--- config.mk ---
export PLATFORM = sky130hd
export DESIGN_NAME = iax_first_match
export DESIGN_NICKNAME = d
export VERILOG_FILES = /design/src/rtl/indexed_array_list_defines.svh /design/src/rtl/iax_pkg.sv /design/src/rtl/iax_first_match.sv
export SDC_FILE = /design/constraint.sdc
export NUM_CORES = 1
export LEC_CHECK = 0
export BUFFER_PORTS_ARGS = -buffer_cell sky130_fd_sc_hd__buf_2
export CAP_MARGIN = 20
export CORE_AREA = 2 2 45 79
export DETAILED_ROUTE_END_ITERATION = 12
export DIE_AREA = 0 0 47 81
export PLACE_DENSITY = 0.65
export RECOVER_POWER = 50
export SYNTH_ARGS = -nofsm -noshare
export SYNTH_HDL_FRONTEND = slang
export SYNTH_SLANG_ARGS = --single-unit
--- constraint.sdc ---
create_clock -name vclk -period 1.8
set_clock_uncertainty 0.2 [all_clocks]
set_input_delay 0.18 -clock vclk [all_inputs]
set_output_delay 0.18 -clock vclk [all_outputs]
set_load 0.02 [all_outputs]
--- src/rtl/indexed_array_list_defines.svh ---
// assertion macros for the indexed array list rtl
// needs i_clk and i_rst_n in the scope where a macro is used
`ifndef INDEXED_ARRAY_LIST_DEFINES_SVH
`define INDEXED_ARRAY_LIST_DEFINES_SVH

// same-cycle implication
`define IAL_ASSERT_NOW(lbl, ante, cons, msg) \
    lbl: assert property (@(posedge i_clk) disable iff (!i_rst_n) (ante) |-> (cons)) \
        else $error(msg);

// next-cycle implication
`define IAL_ASSERT_NEXT(lbl, ante, cons, msg) \
    lbl: assert property (@(posedge i_clk) disable iff (!i_rst_n) (ante) |=> (cons)) \
        else $error(msg);

`endif

--- src/rtl/iax_pkg.sv ---
// shared types and constants for the indexed array list
// no dependencies
package iax_pkg;

    localparam int DEPTH      = 64;
    localparam int DATA_WIDTH = 32;

    localparam int IDX_W  = $clog2(DEPTH);
    localparam int CNT_W  = $clog2(DEPTH + 1);
    localparam int POS_W  = 7;
    localparam int CMD_W  = 3;
    localparam int RPOS_W = 6;
    localparam int EXT_W  = 32;
    localparam int CMP_W  = (CNT_W > POS_W) ? CNT_W : POS_W;

    typedef logic [DATA_WIDTH-1:0] t_word;
    typedef logic [EXT_W-1:0]      t_ext;
    typedef logic [IDX_W-1:0]      t_index;
    typedef logic [CNT_W-1:0]      t_count;
    typedef logic [POS_W-1:0]      t_pos;
    typedef logic [RPOS_W-1:0]     t_rpos;
    typedef logic [CMP_W-1:0]      t_cmp;

    typedef enum logic [CMD_W-1:0] {
        CMD_INSERT = 3'd0,
        CMD_DELETE = 3'd1,
        CMD_FIND   = 3'd2,
        CMD_GET    = 3'd3,
        CMD_UPDATE = 3'd4
    } t_cmd;

    typedef enum logic [1:0] {
        STAT_OK      = 2'd0,
        STAT_RANGE   = 2'd1,
        STAT_FULL    = 2'd2,
        STAT_MISSING = 2'd3
    } t_status;

    typedef enum logic [1:0] {
        COP_HOLD,
        COP_INSERT,
        COP_DELETE,
        COP_UPDATE
    } t_cell_op;

    typedef enum logic [1:0] {
        ST_IDLE,
        ST_EXEC,
        ST_DONE
    } t_state;

    // broadcast from the control to every cell
    typedef struct packed {
        t_cell_op op;
        t_pos     pos;
        t_word    data;
        t_count   count;
    } t_cell_ctrl;

endpackage

--- src/rtl/iax_first_match.sv ---
// lowest set position of the registered match vector
// depends on iax_pkg
module iax_first_match (
    input  logic [iax_pkg::DEPTH-1:0] i_match,
    output logic                      o_found,
    output iax_pkg::t_index           o_index
);

    always_comb begin
        o_index = '0;
        for (int i = iax_pkg::DEPTH - 1; i >= 0; i--) begin
            if (i_match[i]) begin
                o_index = iax_pkg::t_index'(i);
            end
        end
    end

    assign o_found = |i_match;

endmodule

Word-level counts from Yosys, hierarchy flattened
Index checks and enable logic that the tools add are counted.
{ "totals": {"out_inout_bits": 7, "register_bits": 0, "elab_cells": 65} }
{ "op_classes": {"n_reduce_logical": 1, "muxes": 64} }
{ "ops": {"columns": ["operator", "n"], "rows": [
  ["$mux W6", 64],
  ["$reduce_or A64 Y1", 1]
]} }

Longest topological paths before layout
{ "depth": {"depth_word": 64, "ltp_mapped": 5, "depth_no_buf": 5} }

Worst setup path before layout
Ideal clock, no wire load.
{ "synth_path": {"path_kind": "input to output", "start": "input port i_match[15] (netlist bit)", "end": "output port o_index[5]", "path_stages": 4, "n_path_buf": 0, "path_slack_ps": -278, "required_time_ps": 1420, "t_arrival_ps": 1698, "cell_sequence": "or4_4 > nor2b_2 > nand3_1 > nor4_1"} }
{ "synth_between": {"elab_chain_cells": 16} }
{ "synth_rtl": {"columns": ["item", "line", "source"], "rows": [
  ["from (decl)", "iax_first_match.sv:4", "input logic [iax_pkg::DEPTH-1:0] i_match,"],
  ["$mux W6 (16 in series)", "iax_first_match.sv:12", "if (i_match[i]) begin"],
  ["to (decl)", "iax_first_match.sv:6", "output iax_pkg::t_index o_index"]
]} }
Every way passes these cells.

Worst setup path in the final report
{ "layout_path": {"start": "input port i_match[62] (netlist bit)", "end": "output port o_found"} }
{ "layout_between": {"elab_chain_cells": 1} }
{ "layout_rtl": {"columns": ["item", "line", "source"], "rows": [
  ["$reduce_or A64 Y1", "iax_first_match.sv:18", "assign o_found = |i_match;"],
  ["to (decl)", "iax_first_match.sv:5", "output logic o_found,"]
]} }
Every way passes these cells.

==> run summary <==
The setup TNS after final layout came out at -0.9789 ns. The share of layout cells above drive strength 1 came out at 57.99%. The total of max-cap violations is 0. The slowest library cell on the worst path is sky130_fd_sc_hd__or4_4. The final net count is 335. sky130_fd_sc_hd__nor2_1 is the most common cell in the netlist. After global routing, the most crowded layer is met2.

The synthesized area divided by synthesized cell count came out at 6.118 µm². Measured along the x axis, the die boundary spans 47 µm. For met1 alone, demand over resource in global routing was 18.28%.

The die height is 81 µm. The maximum fanout along the worst path is 2. For the worst setup path, the data arrival time is 1.62 ns. The most numerous cell type found on the critical path is sky130_fd_sc_hd__buf_6. The number of ports placed on the die boundary came out at 71. The flow ran to the end, but the final reports show violations. In the post-synthesis netlist, the biggest area contributors are sky130_fd_sc_hd__nor4_1 11%, sky130_fd_sc_hd__nor2_1 8.0%, sky130_fd_sc_hd__nor3_1 6.8%, sky130_fd_sc_hd__a21oi_1 5.6%, sky130_fd_sc_hd__nor4_4 4.8%. The number of vias after detailed routing is 1630.

Setup repair after global routing could not meet its margin everywhere. The time the worst path needs with I/O delays and setup came out at 1.999 ns. The area of all sequential standard cells came out at 0 µm². The required time at the worst-slack endpoint came out at 1.42 ns. The HPWL after detailed placement came out at 3227 µm. The number of pins exceeding their max-slew limit in the final report is 0. The setup-violating endpoint count in the final report is 7. Summed over all layers, the global routing overflow is 0. The utilization of the core after routing came out at 60.13%. The cell area after technology mapping is 887.1 µm². The maximum ir drop on the vdd rail came out at 0.08279 mV. In this run the tightest slew margin relative to its limit is 76.06%. The initial antenna violation count is 0.

Timing analysis after detailed placement gives a worst setup slack of -0.2700 ns. The final reports fail on setup timing. The core footprint is 0.003223 mm². The detail route stage leaves a number of antenna-violating nets equal to 0.

The pin count of the biggest net entering global routing is 6. Once layout is done, the placed cells without fillers occupy 0.001938 mm². Input and output buffers added on the ports amount to 71. The number of antenna diodes in the final layout is 0. The congestion estimate from routability-driven global placement came to 0.7880. The share of the cycle needed by the critical path after routing is 111.1%. The final routed wirelength across all metal layers came out at 3885 µm. The clock buffer instance count of the final layout is 0. The fraction of the yosys area taken by sequential cells is 0%. The classification of the worst-slack hold path is in2out. The worst setup path is captured at an output port. In this run the static leakage power is 0.0008507 µW. The routed length per instance is 12.37 µm. The number of global-route vias before repair is 1530.

The final worst slack came out at -0.1992 ns. Dividing total power by cell area gives a power density of 175.0 mW/mm². Sequential cells placed in the final layout were counted as 0. The routing usage on met3 is 0%. The die footprint is 0.003807 mm². The Yosys step of the flow raised 0 warnings. The number of instances in the synthesized netlist is 145. After detailed routing, the number of remaining DRC violations is 0.

The final number of hold-violating endpoints came out at 0. The overall track demand over capacity in global routing came out at 19.49%. The delay of the slowest cell on the worst path came out at 0.55 ns.

Dividing the detail-routed via count by the number of cells gives 5.191. STA classifies the critical path startpoint as an input port. The global-route met2 utilization is 42.33%. Traced cell by cell, the critical path runs through buf_6 -> or4_4 -> nor4b_4 -> nand3_2 -> nor2_4 -> nand3b_1 -> buf_6. The slew of the pin with the lowest slew margin is 0.3559 ns. The overall power of the completed layout came out at 339.2 µW.

After the first detailed-routing iteration, the DRC count stood at 6. Once the floorplan was initialized, standard cells occupied 27.52% of the core. By count the netlist is led by 19 x sky130_fd_sc_hd__nor2_1, 16 x sky130_fd_sc_hd__nor4_1, 12 x sky130_fd_sc_hd__nor3_1. The placement-stage cell area came out at 0.001703 mm². The layout-stage area growth over the synthesis result is 118.5%. The number of library cell types mapped by synthesis came out at 40.

The share of the synthesized area in the top cell type is 11.28%. The cell row count is 28. The pre-antenna-repair detailed-routing pass consisted of 4 iterations.

The worst setup path is of the in2out kind. Summed over all instances, the cell type with the most area after synthesis is sky130_fd_sc_hd__nor4_1. The peak clock frequency supported by timing is 500.2 MHz.

The first global-routing pass estimated 5775 µm of wire. Counting every net in the synthesized netlist gives 209.
-- final cells by class --
class | count | area, µm²
Inverter | 10 | 37.54
Fill cell | 318 | 1285
Timing Repair Buffer | 124 | 829.5
Multi-Input combinational cell | 135 | 1015
Tap cell | 45 | 56.30
-- stage by stage --
step / std cells / hold slack, ns
after floorplan: 145 / 0.3318
after global placement: 313 / 0.6303
after detailed placement: 313 / 0.6352
after CTS: 313 / 0.6399
after global routing: 314 / 0.6620
final: 314 / 0.6252
-- final timing paths --
check | startpoint | endpoint | slack, ns | depth (start not counted)
worst min-delay path | i_match[1] | o_index[5] | 0.63 | 5
worst max-delay path | i_match[62] | o_found | -0.20 | 7
-- cells by family after synthesis --
logic type / synth area share (%)
buffers and inverters: 4.232
AND/OR/NAND/NOR: 59.38
AO/OA/AOI/OAI: 36.39
-- critical path: cells and delay by family --
kind,cells,cell delay (ns)
AND/OR/NAND/NOR,5,1.21
buffers and inverters,2,0.24
-- metal layers --
layer / share of wire, % / up-vias
met4: 2.6 / 0
met3: 3.8 / 8
met5: 0 / -
li1: - / 828
met2: 61 / 44
met1: 33 / 750
-- layout by cell type (no fill, tap or decap), types with 2 or more instances in the layout --
cell type,Yosys,final
sky130_fd_sc_hd__buf_2,0,57
sky130_fd_sc_hd__buf_4,0,56
sky130_fd_sc_hd__nor2_1,19,16
sky130_fd_sc_hd__buf_6,0,11
sky130_fd_sc_hd__nor4_1,16,10
sky130_fd_sc_hd__nor3_1,12,10
sky130_fd_sc_hd__inv_1,10,10
sky130_fd_sc_hd__nand2_1,9,9
sky130_fd_sc_hd__a21oi_1,10,9
sky130_fd_sc_hd__nand3_1,6,6
sky130_fd_sc_hd__or4_4,2,5
sky130_fd_sc_hd__nor4_4,2,5
sky130_fd_sc_hd__o21ai_0,6,5
sky130_fd_sc_hd__o211ai_1,4,4
sky130_fd_sc_hd__nor4_2,0,3
sky130_fd_sc_hd__nand2b_1,4,3
sky130_fd_sc_hd__nor2_4,0,3
sky130_fd_sc_hd__o31ai_1,3,3
sky130_fd_sc_hd__o21a_1,3,3
sky130_fd_sc_hd__or3_1,3,3
sky130_fd_sc_hd__nor2b_1,4,3
sky130_fd_sc_hd__o21bai_1,3,3
sky130_fd_sc_hd__nor2b_2,1,2
sky130_fd_sc_hd__o21ai_1,1,2
sky130_fd_sc_hd__a21boi_1,2,2
sky130_fd_sc_hd__a211oi_2,0,2
sky130_fd_sc_hd__o311ai_2,0,2
sky130_fd_sc_hd__nor3_2,0,2
-- timing repair --
item                                    4_1_cts  5_1_grt
resized for setup                            27       23
setup buffers                                 0        1
hold buffers                                  0        0
hold endpoints to repair                      0        0
endpoints found under the setup margin        7        7
pin swaps                                    13       20
-- power breakdown --
group / switching (µW) / internal, µW / total, µW
clock network: 0 / 0 / 0
registers: 0 / 0 / 0
logic: 158 / 181 / 339
(Power assumes the default switching activity.)
