<file path="src/rtl/indexed_array_list_defines.svh">
// assertion macros for the indexed array list rtl
// needs i_clk and i_rst_n in the scope where a macro is used
`ifndef INDEXED_ARRAY_LIST_DEFINES_SVH
`define INDEXED_ARRAY_LIST_DEFINES_SVH

// same-cycle implication
`define IAL_ASSERT_NOW(lbl, ante, cons, msg) \
    lbl: assert property (@(posedge i_clk) disable iff (!i_rst_n) (ante) |-> (cons)) \
        else $error(msg);

// next-cycle implication
`define IAL_ASSERT_NEXT(lbl, ante, cons, msg) \
    lbl: assert property (@(posedge i_clk) disable iff (!i_rst_n) (ante) |=> (cons)) \
        else $error(msg);

`endif

</file>
<file path="src/rtl/iax_pkg.sv">
// shared types and constants for the indexed array list
// no dependencies
package iax_pkg;

    localparam int DEPTH      = 64;
    localparam int DATA_WIDTH = 32;

    localparam int IDX_W  = $clog2(DEPTH);
    localparam int CNT_W  = $clog2(DEPTH + 1);
    localparam int POS_W  = 7;
    localparam int CMD_W  = 3;
    localparam int RPOS_W = 6;
    localparam int EXT_W  = 32;
    localparam int CMP_W  = (CNT_W > POS_W) ? CNT_W : POS_W;

    typedef logic [DATA_WIDTH-1:0] t_word;
    typedef logic [EXT_W-1:0]      t_ext;
    typedef logic [IDX_W-1:0]      t_index;
    typedef logic [CNT_W-1:0]      t_count;
    typedef logic [POS_W-1:0]      t_pos;
    typedef logic [RPOS_W-1:0]     t_rpos;
    typedef logic [CMP_W-1:0]      t_cmp;

    typedef enum logic [CMD_W-1:0] {
        CMD_INSERT = 3'd0,
        CMD_DELETE = 3'd1,
        CMD_FIND   = 3'd2,
        CMD_GET    = 3'd3,
        CMD_UPDATE = 3'd4
    } t_cmd;

    typedef enum logic [1:0] {
        STAT_OK      = 2'd0,
        STAT_RANGE   = 2'd1,
        STAT_FULL    = 2'd2,
        STAT_MISSING = 2'd3
    } t_status;

    typedef enum logic [1:0] {
        COP_HOLD,
        COP_INSERT,
        COP_DELETE,
        COP_UPDATE
    } t_cell_op;

    typedef enum logic [1:0] {
        ST_IDLE,
        ST_EXEC,
        ST_DONE
    } t_state;

    // broadcast from the control to every cell
    typedef struct packed {
        t_cell_op op;
        t_pos     pos;
        t_word    data;
        t_count   count;
    } t_cell_ctrl;

endpackage

</file>
<file path="src/rtl/iax_cell.sv">
// one list cell: holds an entry, shifts with its neighbours, compares and selects
// depends on iax_pkg
module iax_cell (
    input  logic               i_clk,
    input  iax_pkg::t_cell_ctrl i_ctrl,
    input  iax_pkg::t_index    i_index,
    input  iax_pkg::t_word     i_left,
    input  iax_pkg::t_word     i_right,
    output iax_pkg::t_word     o_value,
    output logic               o_match,
    output iax_pkg::t_word     o_pick
);

    iax_pkg::t_word r_value;
    iax_pkg::t_word n_value;
    iax_pkg::t_cmp  w_idx;
    iax_pkg::t_cmp  w_pos;
    iax_pkg::t_cmp  w_cnt;

    assign w_idx = iax_pkg::t_cmp'(i_index);
    assign w_pos = iax_pkg::t_cmp'(i_ctrl.pos);
    assign w_cnt = iax_pkg::t_cmp'(i_ctrl.count);

    always_comb begin
        n_value = r_value;
        case (i_ctrl.op)
            iax_pkg::COP_INSERT: begin
                if (w_idx > w_pos) begin
                    n_value = i_left;
                end else if (w_idx == w_pos) begin
                    n_value = i_ctrl.data;
                end
            end
            iax_pkg::COP_DELETE: begin
                if (w_idx >= w_pos) begin
                    n_value = i_right;
                end
            end
            iax_pkg::COP_UPDATE: begin
                if (w_idx == w_pos) begin
                    n_value = i_ctrl.data;
                end
            end
            default: begin
                n_value = r_value;
            end
        endcase
    end

    always_ff @(posedge i_clk) begin
        r_value <= n_value;
    end

    assign o_value = r_value;
    assign o_match = (r_value == i_ctrl.data) && (w_idx < w_cnt);
    assign o_pick  = (w_idx == w_pos) ? r_value : '0;

endmodule

</file>
<file path="config.mk">
export PLATFORM = sky130hd
export DESIGN_NAME = iax_cell
export DESIGN_NICKNAME = d
export VERILOG_FILES = /design/src/rtl/indexed_array_list_defines.svh /design/src/rtl/iax_pkg.sv /design/src/rtl/iax_cell.sv
export SDC_FILE = /design/constraint.sdc
export NUM_CORES = 1
export LEC_CHECK = 0
export BUFFER_PORTS_ARGS = -buffer_cell sky130_fd_sc_hd__buf_4
export CAP_MARGIN = 25
export CORE_UTILIZATION = 44
export DETAILED_ROUTE_END_ITERATION = 16
export PLACE_DENSITY = 0.83
export SLEW_MARGIN = 25
export SYNTH_ARGS = -nofsm -noshare
export SYNTH_HDL_FRONTEND = slang
export SYNTH_SLANG_ARGS = --single-unit
</file>
<file path="constraint.sdc">
create_clock -name i_clk -period 2.66 [get_ports i_clk]
set_clock_uncertainty 0.1 [all_clocks]
set_input_delay 0.266 -clock i_clk [delete_from_list [all_inputs] [get_ports i_clk]]
set_output_delay 0.266 -clock i_clk [all_outputs]
set_load 0.03 [all_outputs]
</file>
# --- Yosys cells after proc, flatten, opt, wreduce, memory -nomap -nowiden ---
# Cells that the tools add are included.
totals:
  in_bits: 119
  elab_cells: 18
  output_inout_bits: 65
  ff_bits: 32
op_classes:
  n_lt_le_gt_ge: 3
  reduce_logical: 3
  eq_ne: 6
  n_mux: 5
ops:
  columns: ["operator", "count"]
  rows:
  - ["32-bit 2-to-1 mux", 4]
  - ["32-bit case mux with 3 select lines", 1]
  - ["32-bit == test", 1]
  - ["6-bit by 7-bit == test with 1-bit output", 1]
  - ["6-bit by 7-bit >= comparator with 1-bit output", 1]
  - ["6-bit by 7-bit > comparator with 1-bit output", 1]
  - ["6-bit by 7-bit < comparator with 1-bit output", 1]
  - ["2-bit == test, second input constant", 2]
  - ["3-bit nonzero test", 1]
  - ["2-bit by 1-bit == test with 1-bit output, second input constant", 1]
  - ["2-bit != test, second input constant", 1]
  - ["2-bit AND reduction", 1]
  - ["1-bit logical AND", 1]

# --- Logic depth before layout (Yosys ltp) ---
# Gate-level depths: netlist (run 1).
logic_depth:
  ltp_word: 4
  mapped_depth: 8

# --- Worst setup path after synthesis (run 1) ---
# No wires, ideal clock.
synth_timing:
  path_type: "in2reg"
  start: "in i_ctrl[44] (netlist bit)"
  end: "reg r_value[0] (netlist: o_value[0]), enable pin"
  setup_time_ps: 394
  arrival_time_ps: 1965
  path_slack_ps: 201
  path_buffers: 1
  required_ps: 2166
  stages: 7
  path_cell_list: "inv_1 > ha_1 > nand4b_4 > buf_2 > a31oi_1 > o21ai_0 > nand2b_1"
synth_via:
  elab_chain_cells: 3
synth_rtl:
  columns: ["item", "line_no", "source"]
  rows:
  - ["start: declaration", "iax_cell.sv:5", "input iax_pkg::t_cell_ctrl i_ctrl,"]
  - ["6-bit by 7-bit >= comparator with 1-bit output", "iax_cell.sv:35", "if (w_idx >= w_pos) begin"]
  - ["2-bit != test (no line)", null, null]
  - ["2-bit AND reduction (no line)", null, null]
  - ["end signal: assignment", "iax_cell.sv:51", "r_value <= n_value;"]
  - ["end: declaration", "iax_cell.sv:14", "iax_pkg::t_word r_value;"]
# No other way between the ends.
# A chain may end at the register's enable or synchronous reset.

# --- Worst setup path after layout (run 1) ---
layout_timing:
  start: "reg r_value[25] (netlist: o_value[25])"
  end: "out o_match"
layout_via:
  elab_chain_cells: 2
layout_rtl:
  columns: ["item", "line_no", "source"]
  rows:
  - ["32-bit == test", "iax_cell.sv:55", "assign o_match = (r_value == i_ctrl.data) && (w_idx < w_cnt);"]
  - ["1-bit logical AND", "iax_cell.sv:55", null]
  - ["end: declaration", "iax_cell.sv:10", "output logic o_match,"]
# No other way between the ends.

==> results.cfg, run 1 <==
[critical_path]
worstPathArrival_ns = 1.99
cp_max_fo = 4
ff2ff_setup_slack_ns = 1.35
crit_type = reg -> out
cp-end-kind = primary output
cp_data_required_time_ns = 2.29
critPathLaunchType = flip-flop

[routing]
drcViolationCount = 0
drtAntennaViolNets = 0
wl_per_cell_um = 16.9
wl_um = 9460
firstDrtPassIters = 5
routed_via_density = 5.68
num_vias = 3179
drt-initial-drc-count = 170

[placed_design]
io_buffers = 183
hpwl_um = 7260
gp_congestion = 0.764
place_area_um2 = 4350
post-place-ws_ns = 0.267

[pwr]
p_sw_frac = 0.362
p_int_uw = 1210
peakVddDrop_mv = 0.297
p_seq_frac = 0.385
p_sw_uw = 685
powerDensity_nw_per_um2 = 428
power.share.combinational = 0.426
clkPwrFrac = 0.189
power_uw = 1890
p_leak_uw = 0.00198

[timing]
maxSlewHeadroom = 0.533
setup_tns_ns = 0
finalMaxSlewViolations = 0
final.setup.worst_slack_ns = 0.300
final-setup-viol-count = 0
hold_slack_ns = 0.178
max_clock_freq_mhz = 424
rsz0062_at_grt = no
timing.final.crit_period_ns = 2.36
finalHoldViolations = 0
fin_crit_sh = 0.887
max_slew.worst_pin.slew_ns = 0.697

[synth]
syn_area_per_cell_um2 = 9.50
synth_largest_area_cell = edfxtp_1
netlist_instances = 305
syn-cell-area_um2 = 2900
synthArstFlopShare = 0
synth_ff_type = edfxtp_1
ys_seq_area_frac = 0.332
syn_nets = 435
ys_warn_count = 0
ys_types = 35
synth_area_leaders = edfxtp_1 (33%), a221o_1 (11%), xor2_1 (9.7%)
synth_top_area_share = 0.332
synth.most_common_cell = o21ai_0
synth_edf_count = 32
synth_seq_cells = 32

[floorplan]
fp.dieW_um = 83.2
dieArea_um2 = 6910
ios = 184
core-area_um2 = 6350
initial_utilization = 0.456
die_h_um = 83.2
num_rows = 29

[global_routing]
grt_pass1_wl_um = 15100
grt_pass1_vias = 3140
overflow = 0
track_usage = 0.271
antenna_found_initial = 0
grt_max_degree = 49

[clock_tree]
cts_inserted_buffers = 5
cts.sinks = 32
ctsResizeCount = 0
clkLatencyLatePin_ns = 0.28
tritoncts = built
post_cts_buffers = 0
root_buffer = clkbuf_8
htree_levels = 2
hold_buffers = 0
ctsLongestPathBuffers = 2
clk_pin_slew_ns = 0.07

[outcome]
status = complete, no violations

[final_layout]
nets = 613
antenna_cells = 0
largest_register_ff_count = 32
drive_gt1_frac = 0.493
design_area_um2 = 4420
syn2layout_area_growth_pct = 52.7

[run]
cap_violations = 0

[hold_path]
min_path_type = in -> reg
cells by family after synthesis:
group | Yosys count | share of synthesized area
AND/OR/NAND/NOR | 87 | 0.169
AO/OA/AOI/OAI | 110 | 0.302
XOR/XNOR | 32 | 0.0967
adder cells (fa/ha/maj) | 11 | 0.0475
buffers and inverters | 33 | 0.0535
flip-flops | 32 | 0.332
through the flow:
step                      instances   util
after floorplan                 305      -
after global placement          553  0.685
after detailed placement        553  0.685
after CTS                       560  0.697
after global routing            560  0.697
final                           560  0.697
per-layer routing:
layer | GRT usage | wire length [um] | vias to the layer above
li1 | - | - | 1488
met4 | 0.0737 | 135 | 0
met2 | 0.500 | 4910 | 178
met3 | 0.0527 | 770 | 14
met5 | 0 | 0 | -
met1 | 0.319 | 3640 | 1499
path summary, 6_finish.rpt:
path / cells past startpoint / end / startpoint
max reg2reg: 3 / o_value[27] / o_value[27]
min: 2 / o_value[6] / i_right[6]
min reg2reg: 3 / o_value[17] / o_value[17]
max: 5 / o_match / o_value[25]
layout by cell type (no fill, tap or decap), types with 2 or more instances in the layout:
| cell | n |
|---|---|
| nand2_1 | 32 |
| nand4_1 | 2 |
| xor2_1 | 32 |
| nor4_1 | 8 |
| nor2_1 | 2 |
| a221o_1 | 32 |
| buf_4 | 192 |
| clkbuf_8 | 5 |
| inv_1 | 11 |
| o21ai_0 | 33 |
| a21o_1 | 2 |
| a21oi_1 | 5 |
| and2_1 | 32 |
| a21oi_2 | 30 |
| ha_1 | 11 |
| edfxtp_1 | 32 |
worst max-delay path, cell delays in order (launching register included):
cell and delay (ns):
edfxtp_1 0.45, xor2_1 0.21, nor4_1 0.39, nand4_1 0.18, nor3_1 0.28, buf_4 0.21
final cells by class:
| class | instances | area [um^2] |
|---|---|---|
| clock buffer | 6 | 72.6 |
| clock inverter | 1 | 5.00 |
| fill | 494 | 1930 |
| inverter | 11 | 41.3 |
| multi-input combinational | 240 | 1790 |
| sequential | 32 | 961 |
| tap | 77 | 96.3 |
| timing repair buffer | 193 | 1460 |
power by group through the flow:
stage / Sequential (uW) / Clock (uW) / Combinational (uW)
finish: 730 / 358 / 807
global placement: 736 / 0 / 785
CTS: 730 / 362 / 805
detailed placement: 740 / 0 / 802
global route: 742 / 382 / 858
floorplan: 853 / 0 / 342
(Power assumes the default switching activity.)
==> inputs of run 2 (changes only) <==
Settings changed: CORE_ASPECT_RATIO set to 0.5, PLACE_DENSITY 0.83 to 0.81.
==> results.cfg, run 2 (synthesis results as in run 1) <==
[outcome]
status = complete, no violations

[critical_path]
r2r_cells = 3
cp_num_cells = 5
cp-end-kind = primary output
cp_max_fo = 4
worst_path_largest_cell_delay_ns = 0.45
crit_type = reg -> out
critPathLaunchType = flip-flop
cp_top_family = simple AND/OR/NAND/NOR gates
crit_chain = xor2_1 -> nor4_1 -> nand4_1 -> nor3_1 -> buf_4
cp_data_required_time_ns = 2.29
worstPathArrival_ns = 1.86
critPathSlowestCell = edfxtp_1
critPathBufInv = 1

[run]
cap_violations = 0

[clock_tree]
cts_inserted_buffers = 5
root_buffer = clkbuf_16
htree_levels = 2
clk_pin_slew_ns = 0.05
post_cts_buffers = 0
cts.sinks = 32
hold_buffers = 0
ctsLongestPathBuffers = 2
ctsResizeCount = 0
clkLatencyLatePin_ns = 0.27
tritoncts = built

[pwr]
p_leak_uw = 0.00201
p_seq_frac = 0.351
clkPwrFrac = 0.257
p_sw_frac = 0.340
p_sw_uw = 706
peakVddDrop_mv = 0.265
powerDensity_nw_per_um2 = 461
power.share.combinational = 0.392
p_int_uw = 1370

[final_layout]
syn2layout_area_growth_pct = 55.5
largest_register_ff_count = 32
final_cell_mix = buf_4 (191), o21ai_0 (33)
drive_gt1_frac = 0.491
nets = 613
antenna_cells = 0
fin_cells = 571
design_area_um2 = 4510
final_common_cell = buf_4

[routing]
num_vias = 3027
wl_um = 9570
routed_via_density = 5.30
wl_per_cell_um = 16.8
drcViolationCount = 0
drtAntennaViolNets = 0
firstDrtPassIters = 4
drt-initial-drc-count = 212

[global_routing]
grt_pass1_wl_um = 14300
antenna_found_initial = 0
overflow = 0
grt_max_degree = 34
grt_pass1_vias = 2796
track_usage = 0.274

[floorplan]
num_rows = 20
ios = 184
fp.dieW_um = 117
die_h_um = 59.4
core-area_um2 = 6210
dieArea_um2 = 6930
initial_utilization = 0.467

[placed_design]
placed_cells = 564
post-place-ws_ns = 0.356
place_area_um2 = 4370
gp_congestion = 0.769
hpwl_um = 7010
io_buffers = 183

[timing]
finalMaxSlewViolations = 0
timing.final.crit_period_ns = 2.22
fin_crit_sh = 0.836
setup_tns_ns = 0
maxSlewHeadroom = 0.730
final.setup.worst_slack_ns = 0.437
rsz0062_at_grt = no
max_slew.worst_pin.slew_ns = 0.401
finalHoldViolations = 0
max_clock_freq_mhz = 450
final-setup-viol-count = 0

[hold_path]
min_path_cells = 2
min_path_type = in -> reg
[run 2: cell types whose count changed in the layout (fill, tap and decap cells not counted), sizes merged]
cell	delta
clkbuf	-1
clkinv	+1
[run 2: routing by layer]
| metal | up-vias | wire (um) | share of wire | GRT usage |
|---|---|---|---|---|
| met2 | 122 | 4670 | 0.49 | 0.459 |
| met4 | 0 | 83 | 0.0087 | 0.0506 |
| met3 | 6 | 755 | 0.079 | 0.0511 |
| met5 | - | 0 | 0 | 0 |
| li1 | 1491 | - | - | - |
| met1 | 1408 | 4060 | 0.42 | 0.375 |
[run 2: power by group through the flow]
stage               clock (uW)  combinational (uW)  sequential (uW)
floorplan                    0                 342              853
global placement             0                 794              738
detailed placement           0                 805              740
CTS                        538                 811              730
global route               555                 866              742
finish                     534                 814              730
[run 2: worst paths after layout]
kind                from          end  slack [ns]
min           i_right[8]   o_value[8]        0.19
max          o_value[11]      o_match        0.44
max reg2reg  o_value[11]  o_value[11]        1.31
min reg2reg  o_value[17]  o_value[17]        0.76
[run 2: layout make-up]
cell class              count  area [um^2]
fillers                   505         1700
clock inverters             2         7.51
flip-flops and latches     32          961
multi-input cells         240         1790
clock buffers               5          125
inverters                  11         41.3
well taps                  88          110
repair buffers            193         1470
[run 2: through the flow]
stage	util	total power [uW]	hold slack, ns
2_1_floorplan	-	1200	0.380
3_3_place_gp	0.705	1530	0.464
3_5_place_dp	0.705	1540	0.468
4_1_cts	0.726	2080	0.187
5_1_grt	0.726	2160	0.190
6_report	0.726	2080	0.191
